[src/sv/ffba_pkg.sv]
// ----------------------------------------------------------------------------
// ffba_pkg
// Shared constants for the first-fit block allocator: defaults, command
// codes, status codes and field widths of the stream payloads.
// ----------------------------------------------------------------------------
`default_nettype none

package ffba_pkg;

    localparam int MAX_CELLS_DEF = 128;
    localparam int MAX_IDS_DEF   = 256;

    localparam int CMD_W    = 2;
    localparam int SIZE_W   = 8;
    localparam int BID_W    = 8;
    localparam int STAT_W   = 2;
    localparam int NEWID_W  = 8;
    localparam int POOL_W   = 8;
    localparam int LEN_W    = 8;
    localparam int S_DATA_W = 24;
    localparam int M_DATA_W = 16;

    localparam logic [CMD_W-1:0] CMD_ALLOC  = 2'd0;
    localparam logic [CMD_W-1:0] CMD_ERASE  = 2'd1;
    localparam logic [CMD_W-1:0] CMD_DEFRAG = 2'd2;

    localparam logic [STAT_W-1:0] ST_OK      = 2'd0;
    localparam logic [STAT_W-1:0] ST_NOSPACE = 2'd1;
    localparam logic [STAT_W-1:0] ST_ILLEGAL = 2'd2;

    localparam logic [POOL_W-1:0] POOL_RST = 8'd128;

endpackage

`default_nettype wire

[src/sv/first_fit_block_allocator_core.sv]
// ----------------------------------------------------------------------------
// first_fit_block_allocator_core
// First-fit cell allocator with erase and order-keeping compaction.
//
// Commands arrive on the s_axis channel, one transaction per command. An
// allocate always returns one m_axis transaction (status and new id); an
// erase returns one only for an illegal id; defragment returns none.
// One command is worked at a time; s_axis_tready is high while the block
// is idle. Allocate scans the cells one at a time through the single read
// port of the cell owner RAM, then writes each allocated cell. Erase reads
// the block's start and length, then clears each freed cell. Defragment
// packs the stored cells in a pass over all cells, then clears each cell
// above the packed area.
// After reset the owner RAM is swept to zero, during which no command is
// accepted. The user must write the pool size register through i_cfg_wen
// and i_cfg_wdata only while the block is idle; the block does not enforce it.
// A result waits in an output register while the receiver stalls; the
// block does not finish a following command that needs that register.
// ----------------------------------------------------------------------------
`default_nettype none

module first_fit_block_allocator_core #(
    parameter int MAX_CELLS = ffba_pkg::MAX_CELLS_DEF,
    parameter int MAX_IDS   = ffba_pkg::MAX_IDS_DEF
) (
    input  wire                            i_clk,
    input  wire                            i_rst_n,
    input  wire                            i_cfg_wen,
    input  wire [ffba_pkg::POOL_W-1:0]     i_cfg_wdata,
    input  wire                            s_axis_tvalid,
    output logic                           s_axis_tready,
    // command [1:0], size [9:2], block_id [17:10], zero fill above
    input  wire [ffba_pkg::S_DATA_W-1:0]   s_axis_tdata,
    output logic                           m_axis_tvalid,
    input  wire                            m_axis_tready,
    // status [1:0], new_id [9:2], zero fill above
    output logic [ffba_pkg::M_DATA_W-1:0]  m_axis_tdata
);

    localparam int CW   = $clog2(MAX_CELLS);
    localparam int CNTW = $clog2(MAX_CELLS + 1);
    localparam int IW   = $clog2(MAX_IDS);
    localparam int LW   = ffba_pkg::LEN_W;

    localparam logic [3:0] S_INIT  = 4'd0;
    localparam logic [3:0] S_IDLE  = 4'd1;
    localparam logic [3:0] S_A_RD  = 4'd2;
    localparam logic [3:0] S_A_EV  = 4'd3;
    localparam logic [3:0] S_A_FL  = 4'd4;
    localparam logic [3:0] S_E_RD  = 4'd5;
    localparam logic [3:0] S_E_EV  = 4'd6;
    localparam logic [3:0] S_E_CL  = 4'd7;
    localparam logic [3:0] S_D_RD  = 4'd8;
    localparam logic [3:0] S_D_EV  = 4'd9;
    localparam logic [3:0] S_D_CL  = 4'd10;
    localparam logic [3:0] S_RES   = 4'd11;

    logic [3:0]                    r_state, n_state;
    logic [CNTW-1:0]               r_i, n_i;
    logic [CNTW-1:0]               r_run, n_run;
    logic [CNTW-1:0]               r_k, n_k;
    logic [LW-1:0]                 r_cnt, n_cnt;
    logic [CNTW-1:0]               r_nx, n_nx;
    logic [IW-1:0]                 r_prev, n_prev;
    logic [ffba_pkg::SIZE_W-1:0]   r_size, n_size;
    logic [ffba_pkg::BID_W-1:0]    r_bid, n_bid;
    logic [IW-1:0]                 r_last, n_last;
    logic [ffba_pkg::POOL_W-1:0]   r_pool;
    logic                          r_ovalid, n_ovalid;
    logic [ffba_pkg::STAT_W-1:0]   r_ostat, n_ostat;
    logic [ffba_pkg::NEWID_W-1:0]  r_oid, n_oid;
    logic [ffba_pkg::STAT_W-1:0]   r_pstat, n_pstat;
    logic [ffba_pkg::NEWID_W-1:0]  r_pid, n_pid;

    logic            c_we;
    logic [CW-1:0]   c_waddr;
    logic [IW-1:0]   c_wdata;
    logic [IW-1:0]   c_rdata;
    logic            s_we;
    logic [IW-1:0]   s_waddr;
    logic [CW-1:0]   s_wdata;
    logic [CW-1:0]   s_rdata;
    logic            l_we;
    logic [IW-1:0]   l_waddr;
    logic [LW-1:0]   l_wdata;
    logic [LW-1:0]   l_rdata;
    logic [IW-1:0]   meta_raddr;

    logic [CNTW-1:0]               cells;
    logic [IW-1:0]                 alloc_id;
    logic [ffba_pkg::CMD_W-1:0]    in_cmd;
    logic [ffba_pkg::SIZE_W-1:0]   in_size;
    logic [ffba_pkg::BID_W-1:0]    in_bid;
    logic                          in_acc;
    logic                          out_free;

    assign in_cmd  = s_axis_tdata[1:0];
    assign in_size = s_axis_tdata[9:2];
    assign in_bid  = s_axis_tdata[17:10];

    assign cells = (32'(r_pool) > MAX_CELLS) ? CNTW'(MAX_CELLS) : CNTW'(r_pool);
    assign alloc_id   = r_last + IW'(1);
    assign meta_raddr = IW'(r_bid);
    assign out_free   = !r_ovalid || m_axis_tready;

    assign s_axis_tready = (r_state == S_IDLE);
    assign in_acc        = s_axis_tvalid && s_axis_tready;
    assign m_axis_tvalid = r_ovalid;
    assign m_axis_tdata  = {6'd0, r_oid, r_ostat};

    ffba_ram #(.WIDTH(IW), .DEPTH(MAX_CELLS)) u_owner (
        .i_clk   (i_clk),
        .i_we    (c_we),
        .i_waddr (c_waddr),
        .i_wdata (c_wdata),
        .i_raddr (r_i[CW-1:0]),
        .o_rdata (c_rdata)
    );

    ffba_ram #(.WIDTH(CW), .DEPTH(MAX_IDS)) u_start (
        .i_clk   (i_clk),
        .i_we    (s_we),
        .i_waddr (s_waddr),
        .i_wdata (s_wdata),
        .i_raddr (meta_raddr),
        .o_rdata (s_rdata)
    );

    ffba_ram #(.WIDTH(LW), .DEPTH(MAX_IDS)) u_len (
        .i_clk   (i_clk),
        .i_we    (l_we),
        .i_waddr (l_waddr),
        .i_wdata (l_wdata),
        .i_raddr (meta_raddr),
        .o_rdata (l_rdata)
    );

    always_comb begin
        n_state  = r_state;
        n_i      = r_i;
        n_run    = r_run;
        n_k      = r_k;
        n_cnt    = r_cnt;
        n_nx     = r_nx;
        n_prev   = r_prev;
        n_size   = r_size;
        n_bid    = r_bid;
        n_last   = r_last;
        n_pstat  = r_pstat;
        n_pid    = r_pid;
        n_ovalid = r_ovalid;
        n_ostat  = r_ostat;
        n_oid    = r_oid;
        c_we     = 1'b0;
        c_waddr  = r_k[CW-1:0];
        c_wdata  = '0;
        s_we     = 1'b0;
        s_waddr  = alloc_id;
        s_wdata  = '0;
        l_we     = 1'b0;
        l_waddr  = alloc_id;
        l_wdata  = '0;

        if (r_ovalid && m_axis_tready) begin
            n_ovalid = 1'b0;
        end

        case (r_state)
            S_INIT: begin
                c_we    = 1'b1;
                c_waddr = r_i[CW-1:0];
                if (32'(r_i) == MAX_CELLS - 1) begin
                    n_i     = '0;
                    n_state = S_IDLE;
                end else begin
                    n_i = r_i + CNTW'(1);
                end
            end
            S_IDLE: begin
                if (in_acc) begin
                    n_size = in_size;
                    n_bid  = in_bid;
                    n_i    = '0;
                    n_run  = '0;
                    n_nx   = '0;
                    n_prev = '0;
                    case (in_cmd)
                        ffba_pkg::CMD_ALLOC: begin
                            if (in_size == '0 || 32'(r_last) >= MAX_IDS - 1) begin
                                n_pstat = ffba_pkg::ST_NOSPACE;
                                n_pid   = '0;
                                n_state = S_RES;
                            end else begin
                                n_state = S_A_RD;
                            end
                        end
                        ffba_pkg::CMD_ERASE: begin
                            if (in_bid == '0 || 32'(in_bid) > 32'(r_last)) begin
                                n_pstat = ffba_pkg::ST_ILLEGAL;
                                n_pid   = '0;
                                n_state = S_RES;
                            end else begin
                                n_state = S_E_RD;
                            end
                        end
                        ffba_pkg::CMD_DEFRAG: begin
                            n_state = S_D_RD;
                        end
                        default: begin
                            n_state = S_IDLE;
                        end
                    endcase
                end
            end
            S_A_RD: begin
                if (r_i >= cells) begin
                    n_pstat = ffba_pkg::ST_NOSPACE;
                    n_pid   = '0;
                    n_state = S_RES;
                end else begin
                    n_state = S_A_EV;
                end
            end
            S_A_EV: begin
                n_state = S_A_RD;
                n_i     = r_i + CNTW'(1);
                if (c_rdata == '0) begin
                    n_run = r_run + CNTW'(1);
                    if (32'(r_run) + 1 >= 32'(r_size)) begin
                        n_k     = CNTW'(32'(r_i) + 1 - 32'(r_size));
                        n_cnt   = r_size;
                        s_we    = 1'b1;
                        s_wdata = CW'(32'(r_i) + 1 - 32'(r_size));
                        l_we    = 1'b1;
                        l_wdata = r_size;
                        n_state = S_A_FL;
                    end
                end else begin
                    n_run = '0;
                end
            end
            S_A_FL: begin
                c_we    = 1'b1;
                c_wdata = alloc_id;
                n_k     = r_k + CNTW'(1);
                n_cnt   = r_cnt - LW'(1);
                if (r_cnt == LW'(1)) begin
                    n_last  = alloc_id;
                    n_pstat = ffba_pkg::ST_OK;
                    n_pid   = 8'(alloc_id);
                    n_state = S_RES;
                end
            end
            S_E_RD: begin
                n_state = S_E_EV;
            end
            S_E_EV: begin
                if (l_rdata == '0) begin
                    n_pstat = ffba_pkg::ST_ILLEGAL;
                    n_pid   = '0;
                    n_state = S_RES;
                end else begin
                    n_k     = CNTW'(s_rdata);
                    n_cnt   = l_rdata;
                    l_we    = 1'b1;
                    l_waddr = meta_raddr;
                    n_state = S_E_CL;
                end
            end
            S_E_CL: begin
                c_we  = (32'(r_k) < MAX_CELLS);
                n_k   = r_k + CNTW'(1);
                n_cnt = r_cnt - LW'(1);
                if (r_cnt == LW'(1)) begin
                    n_state = S_IDLE;
                end
            end
            S_D_RD: begin
                n_state = S_D_EV;
            end
            S_D_EV: begin
                if (c_rdata != '0) begin
                    c_we    = 1'b1;
                    c_waddr = r_nx[CW-1:0];
                    c_wdata = c_rdata;
                    n_nx    = r_nx + CNTW'(1);
                    if (c_rdata != r_prev) begin
                        s_we    = 1'b1;
                        s_waddr = c_rdata;
                        s_wdata = r_nx[CW-1:0];
                    end
                end
                n_prev = c_rdata;
                if (32'(r_i) == MAX_CELLS - 1) begin
                    n_state = S_D_CL;
                end else begin
                    n_i     = r_i + CNTW'(1);
                    n_state = S_D_RD;
                end
            end
            S_D_CL: begin
                if (32'(r_nx) == MAX_CELLS) begin
                    n_i     = '0;
                    n_state = S_IDLE;
                end else begin
                    c_we    = 1'b1;
                    c_waddr = r_nx[CW-1:0];
                    n_nx    = r_nx + CNTW'(1);
                end
            end
            S_RES: begin
                if (out_free) begin
                    n_ovalid = 1'b1;
                    n_ostat  = r_pstat;
                    n_oid    = r_pid;
                    n_state  = S_IDLE;
                end
            end
            default: begin
                n_state = S_IDLE;
            end
        endcase
    end

    always_ff @(posedge i_clk) begin
        if (!i_rst_n) begin
            r_state  <= S_INIT;
            r_i      <= '0;
            r_last   <= '0;
            r_pool   <= ffba_pkg::POOL_RST;
            r_ovalid <= 1'b0;
        end else begin
            r_state  <= n_state;
            r_i      <= n_i;
            r_last   <= n_last;
            r_ovalid <= n_ovalid;
            if (i_cfg_wen) begin
                r_pool <= i_cfg_wdata;
            end
        end
    end

    always_ff @(posedge i_clk) begin
        r_run   <= n_run;
        r_k     <= n_k;
        r_cnt   <= n_cnt;
        r_nx    <= n_nx;
        r_prev  <= n_prev;
        r_size  <= n_size;
        r_bid   <= n_bid;
        r_pstat <= n_pstat;
        r_pid   <= n_pid;
        r_ostat <= n_ostat;
        r_oid   <= n_oid;
    end

    a_last_monotonic: assert property (@(posedge i_clk) disable iff (!i_rst_n)
        r_state != S_INIT |=> r_last >= $past(r_last))
        else $error("identifier counter went backwards");

    a_last_range: assert property (@(posedge i_clk) disable iff (!i_rst_n)
        32'(r_last) <= MAX_IDS - 1)
        else $error("identifier counter beyond range");

    a_fail_no_id: assert property (@(posedge i_clk) disable iff (!i_rst_n)
        m_axis_tvalid && m_axis_tdata[1:0] != ffba_pkg::ST_OK |-> m_axis_tdata[9:2] == '0)
        else $error("failed transaction carries an identifier");

    a_ok_fresh_id: assert property (@(posedge i_clk) disable iff (!i_rst_n)
        r_state == S_RES && n_state == S_IDLE && r_pstat == ffba_pkg::ST_OK
        |=> 8'(r_last) == m_axis_tdata[9:2])
        else $error("allocated identifier differs from counter");

endmodule

`default_nettype wire

[src/sv/ffba_ram.sv]
// ----------------------------------------------------------------------------
// ffba_ram
// Generic simple dual-port RAM with one write port and a registered read.
// ----------------------------------------------------------------------------
`default_nettype none

module ffba_ram #(
    parameter int WIDTH = 8,
    parameter int DEPTH = 128
) (
    input  wire                      i_clk,
    input  wire                      i_we,
    input  wire [$clog2(DEPTH)-1:0]  i_waddr,
    input  wire [WIDTH-1:0]          i_wdata,
    input  wire [$clog2(DEPTH)-1:0]  i_raddr,
    output logic [WIDTH-1:0]         o_rdata
);

    logic [WIDTH-1:0] r_mem [DEPTH];

    always_ff @(posedge i_clk) begin
        if (i_we) begin
            r_mem[i_waddr] <= i_wdata;
        end
        o_rdata <= r_mem[i_raddr];
    end

endmodule

`default_nettype wire
[config.mk]
export PLATFORM = sky130hd
export DESIGN_NAME = first_fit_block_allocator_core
export DESIGN_NICKNAME = d
export VERILOG_FILES = /design/src/sv/ffba_pkg.sv /design/src/sv/first_fit_block_allocator_core.sv /design/src/sv/ffba_ram.sv
export SDC_FILE = /design/constraint.sdc
export NUM_CORES = 2
export LEC_CHECK = 0
export ABC_CLOCK_PERIOD_IN_PS = 14000
export BUFFER_PORTS_ARGS = -buffer_cell sky130_fd_sc_hd__buf_2
export CAP_MARGIN = 20
export CORE_ASPECT_RATIO = 0.75
export CORE_MARGIN = 4
export CORE_UTILIZATION = 50
export DETAILED_ROUTE_END_ITERATION = 8
export PLACE_DENSITY = 0.73
export SYNTH_ARGS = -nofsm -noshare
export SYNTH_HDL_FRONTEND = slang
export SYNTH_HIERARCHICAL = 1
export SYNTH_MEMORY_MAX_BITS = 65536
export SYNTH_SLANG_ARGS = --single-unit
[constraint.sdc]
create_clock -name i_clk -period 14 [get_ports i_clk]
set_clock_uncertainty 0.2 [all_clocks]
set_input_delay 1.4 -clock i_clk [delete_from_list [all_inputs] [get_ports i_clk]]
set_output_delay 1.4 -clock i_clk [all_outputs]
set_load 0.005 [all_outputs]
==> flow_summary_export.csv <==
group,metric,value,unit
outcome,status,"finished clean",
setup_path,path_cells,"buf_4, buf_4, buf_4, mux4_2, a22o_1, a221oi_1, o22ai_1, nor3_1, nor4_1",
timing,setup_viol,0,
floorplan,start_util,50.4,%
setup_path,endpoint,"u_start/o_rdata[5]$_DFF_P_",
global_routing,gr-total-overflow,0,
clock_network,htreeDepth,5,
clock_network,cts_tree,"yes",
setup_path,worst-setup-path-type,"reg2reg",
setup_path,crit_fanout,76,
setup_path,r2r_end,"u_start/o_rdata[5]$_DFF_P_",
layout,fill_cells,27931,
logic_synthesis,ys_warn_count,6,
global_routing,grt_max_degree,257,
routing,vias,98684,
routing,first_pass_iters,9,
clock_network,clock_sinks,4992,
timing,max_slew_margin,4.64,%
power,p_sw,6.02,mW
power,p_leak,55.4,nW
placed_design,port_buffers,42,
layout,area_growth,10.2,%
clock_network,clock_latency,1.03,ns
logic_synthesis,synth_cell_types,90,
logic_synthesis,synth_top_area_share,75.7,%
clock_network,post_cts_buffers,0,
setup_path,path_depth,9,
placed_design,place_hpwl,286000,um
clock_network,root_buffer,"clkbuf_16",
clock_network,cts_buffers,447,
placed_design,gp_congestion,0.929,
routing,wl_per_cell,31.3,um
power,seqPwrFrac,55.2,%
logic_synthesis,postSynthCellCount,9424,
clock_network,clk_pin_slew,0.06,ns
logic_synthesis,yosys_register_bits,4992,
power,power_frac_clock,41.7,%
logic_synthesis,synth_area,196000,um2
setup_path,cpPeakStageDelay,0.98,ns
floorplan,die_x,731,um
setup_path,cp.arrival,6.89,ns
routing,drcViolationCount,0,
routing,drtAntennaViolNets,0,
timing,fin_crit,6.25,ns
setup_path,slowest_stage,"buf_4",
setup_path,r2r_slack,7.75,ns
power,intPower,23.5,mW
floorplan,core_area,389000,um2
placed_design,dpl.cell_count,14281,
floorplan,ios,55,
timing,hold_viol_final,0,
setup_path,critPathMostFrequentCell,"buf_4",
layout,final_cells,15142,
routing,drtIter0Drc,15183,
timing,period_share,44.7,%
routing,via_per_inst,6.52,
floorplan,rows,198,
setup_path,r2r-start,"meta_raddr[1]$_DFFE_PP_",
logic_synthesis,seq_area_frac_synth,76.2,%
logic_synthesis,synth_area_leaders,"edfxtp_1, mux4_2, mux2i_1, nor2_1, a22oi_1",
logic_synthesis,yosys.area.top_type,"edfxtp_1",
timing,slew_violations,0,
setup_path,crit_buf_inv,3,
hold_path,hold_path.class,"reg2reg",
run,drv_cap,0,
timing,finalSetupTns,0,ns
clock_network,ctsHoldBuffers,0,
logic_synthesis,synth_area_per_cell,20.8,um2
clock_network,clk_path_buf_depth,4,
logic_synthesis,synth_async_sr_flop_share,0,%
logic_synthesis,synth_ff_type,"edfxtp_1",
timing,grt_setup_unrepaired,"false",
timing,tightest_slew,1.43,ns
global_routing,grt_pass1_vias,96691,
global_routing,grt_usage,23.3,%
layout,drive_gt1_share,21.8,%
global_routing,grt_antenna_before_repair,24,
routing,routed_wl,474000,um
floorplan,dieArea,402000,um2
setup_path,endpoint_kind,"flip-flop",
clock_network,cts_resized,0,
power,combPwrFrac,3.1,%
floorplan,die_h,550,um
setup_path,r2r.worst_path.cells,9,
power,powerDensity,137,nW/um2
setup_path,startpoint_type,"flip-flop",
power,swShare,20.4,%
logic_synthesis,synth_edf_count,4940,
setup_path,required,14.64,ns
logic_synthesis,yosys-top-cells-count,"edfxtp_1, mux4_2, nor2_1, mux2i_1, clkbuf_1",
global_routing,grt_pass1_wl,687000,um
setup_path,crit_family,"buffers and inverters",
timing,fmaxAchievable,160,MHz
power,peakVddDrop,113,uV
logic_synthesis,synth_most_common_cell,"edfxtp_1",
layout,nets,9632,
setup_path,cp-startpoint,"meta_raddr[1]$_DFFE_PP_",
sequential cells by signal, indices dropped and copies added (netlist names), 7 cells and up:
register and cells:
u_owner/o_rdata 8, r_size 8, u_owner/r_mem 1024, r_cnt 8
r_pid 8, r_last 8, r_oid 8, r_prev 8
r_k 8, r_pool 8, u_start/r_mem 1792, u_len/o_rdata 8
u_start/o_rdata 7, u_len/r_mem 2048, r_nx 8, meta_raddr 8
r_i 8, r_run 8
kinds of logic (layout without fill, tap and decap cells):
logic type	after synthesis	after routing	synth area share, %
simple gates	1428	1428	3.34
fa+ha+maj	46	46	0.297
flops	4992	4992	76.2
mux	1496	1496	15.2
other cells	1	16	0.00191
xor+xnor	53	53	0.237
buf+inv	597	1100	1.79
compound gates	811	811	2.93
power groups by stage:
stage | clock, mW | sequential [mW] | combinational, mW
final | 12.3 | 16.3 | 0.917
after global routing | 13.2 | 16.3 | 0.962
after CTS | 12.5 | 16.3 | 0.903
after detailed placement | 0 | 16.6 | 0.898
after global placement | 0 | 16.6 | 0.893
after floorplan | 0 | 16.6 | 0.640
cells in the final DEF, fill, tap and decap left out, types with 32 or more instances in the layout:
master     Yosys  final
dfxtp_1       52     47
buf_4         65    151
nand2b_1      33     32
o21ai_0       59     56
nor3_1        80     79
o221ai_1      52     52
nor2_1       743    739
clkinv_2       0     93
clkinv_1       2    109
nor4_1        64     64
inv_1         42     42
xnor2_1       39     39
edfxtp_1    4940   4940
mux2i_1      296    296
bufinv_16      0     54
a221oi_1      33     33
nand2_1      161    158
ha_1          45     45
nor2b_1       78     75
mux4_2      1170   1170
buf_2         95     46
clkbuf_1     257     72
a21oi_1      168    167
nand3_1      115    101
o22ai_1       96     96
a22oi_1      215    215
clkbuf_16      0    452
through the flow:
step / utilization [%] / cell area (um2) / hold WS, ns / power [mW] / worst slack (ns)
detailed placement: 51.7 / 201000 / 0.205 / 17.5 / 7.93
global route: 55.5 / 216000 / 0.217 / 30.4 / 7.60
global placement: 51.6 / 201000 / 0.220 / 17.5 / 7.79
floorplan: - / 196000 / 0.200 / 17.2 / 0.311
CTS: 55.4 / 216000 / 0.214 / 29.7 / 7.88
finish: 55.5 / 216000 / 0.207 / 29.5 / 7.75
layout make-up:
| class | instances | area, um2 | share of cell area, % |
|---|---|---|---|
| diodes | 10 | 25.0 | 0.0116 |
| clock buffers | 527 | 11600 | 5.38 |
| clock inverters | 305 | 3100 | 1.43 |
| inverters | 45 | 169 | 0.0781 |
| multi-input cells | 3840 | 43400 | 20.1 |
| flip-flops and latches | 4992 | 149000 | 69.1 |
| well taps | 5200 | 6510 | 3.01 |
| repair buffers | 223 | 1920 | 0.888 |
worst min path at each step:
stage,startpoint,to,depth (start not counted)
5_1_grt,r_pid[0]$_SDFFCE_PN0P_,r_oid[0]$_DFFE_PP_,0
6_report,r_pid[0]$_SDFFCE_PN0P_,r_oid[0]$_DFFE_PP_,0
2_1_floorplan,r_pid[0]$_SDFFCE_PN0P_,r_oid[0]$_DFFE_PP_,0
4_1_cts,r_pid[0]$_SDFFCE_PN0P_,r_oid[0]$_DFFE_PP_,0
3_3_place_gp,r_pstat[0]$_DFFE_PP_,r_ostat[0]$_DFFE_PP_,0
3_5_place_dp,r_pid[4]$_SDFFCE_PN0P_,r_oid[4]$_DFFE_PP_,0
per-layer routing:
metal  global-route usage [%]  up-vias  wire length (um)
met5                        0        -                33
met4                     8.03        6             18000
met3                     6.20      936             61200
met2                     33.9     6664            211000
met1                     34.6    51546            184000
li1                         -    39532                 -
Power figures use the tool's default switching activity.
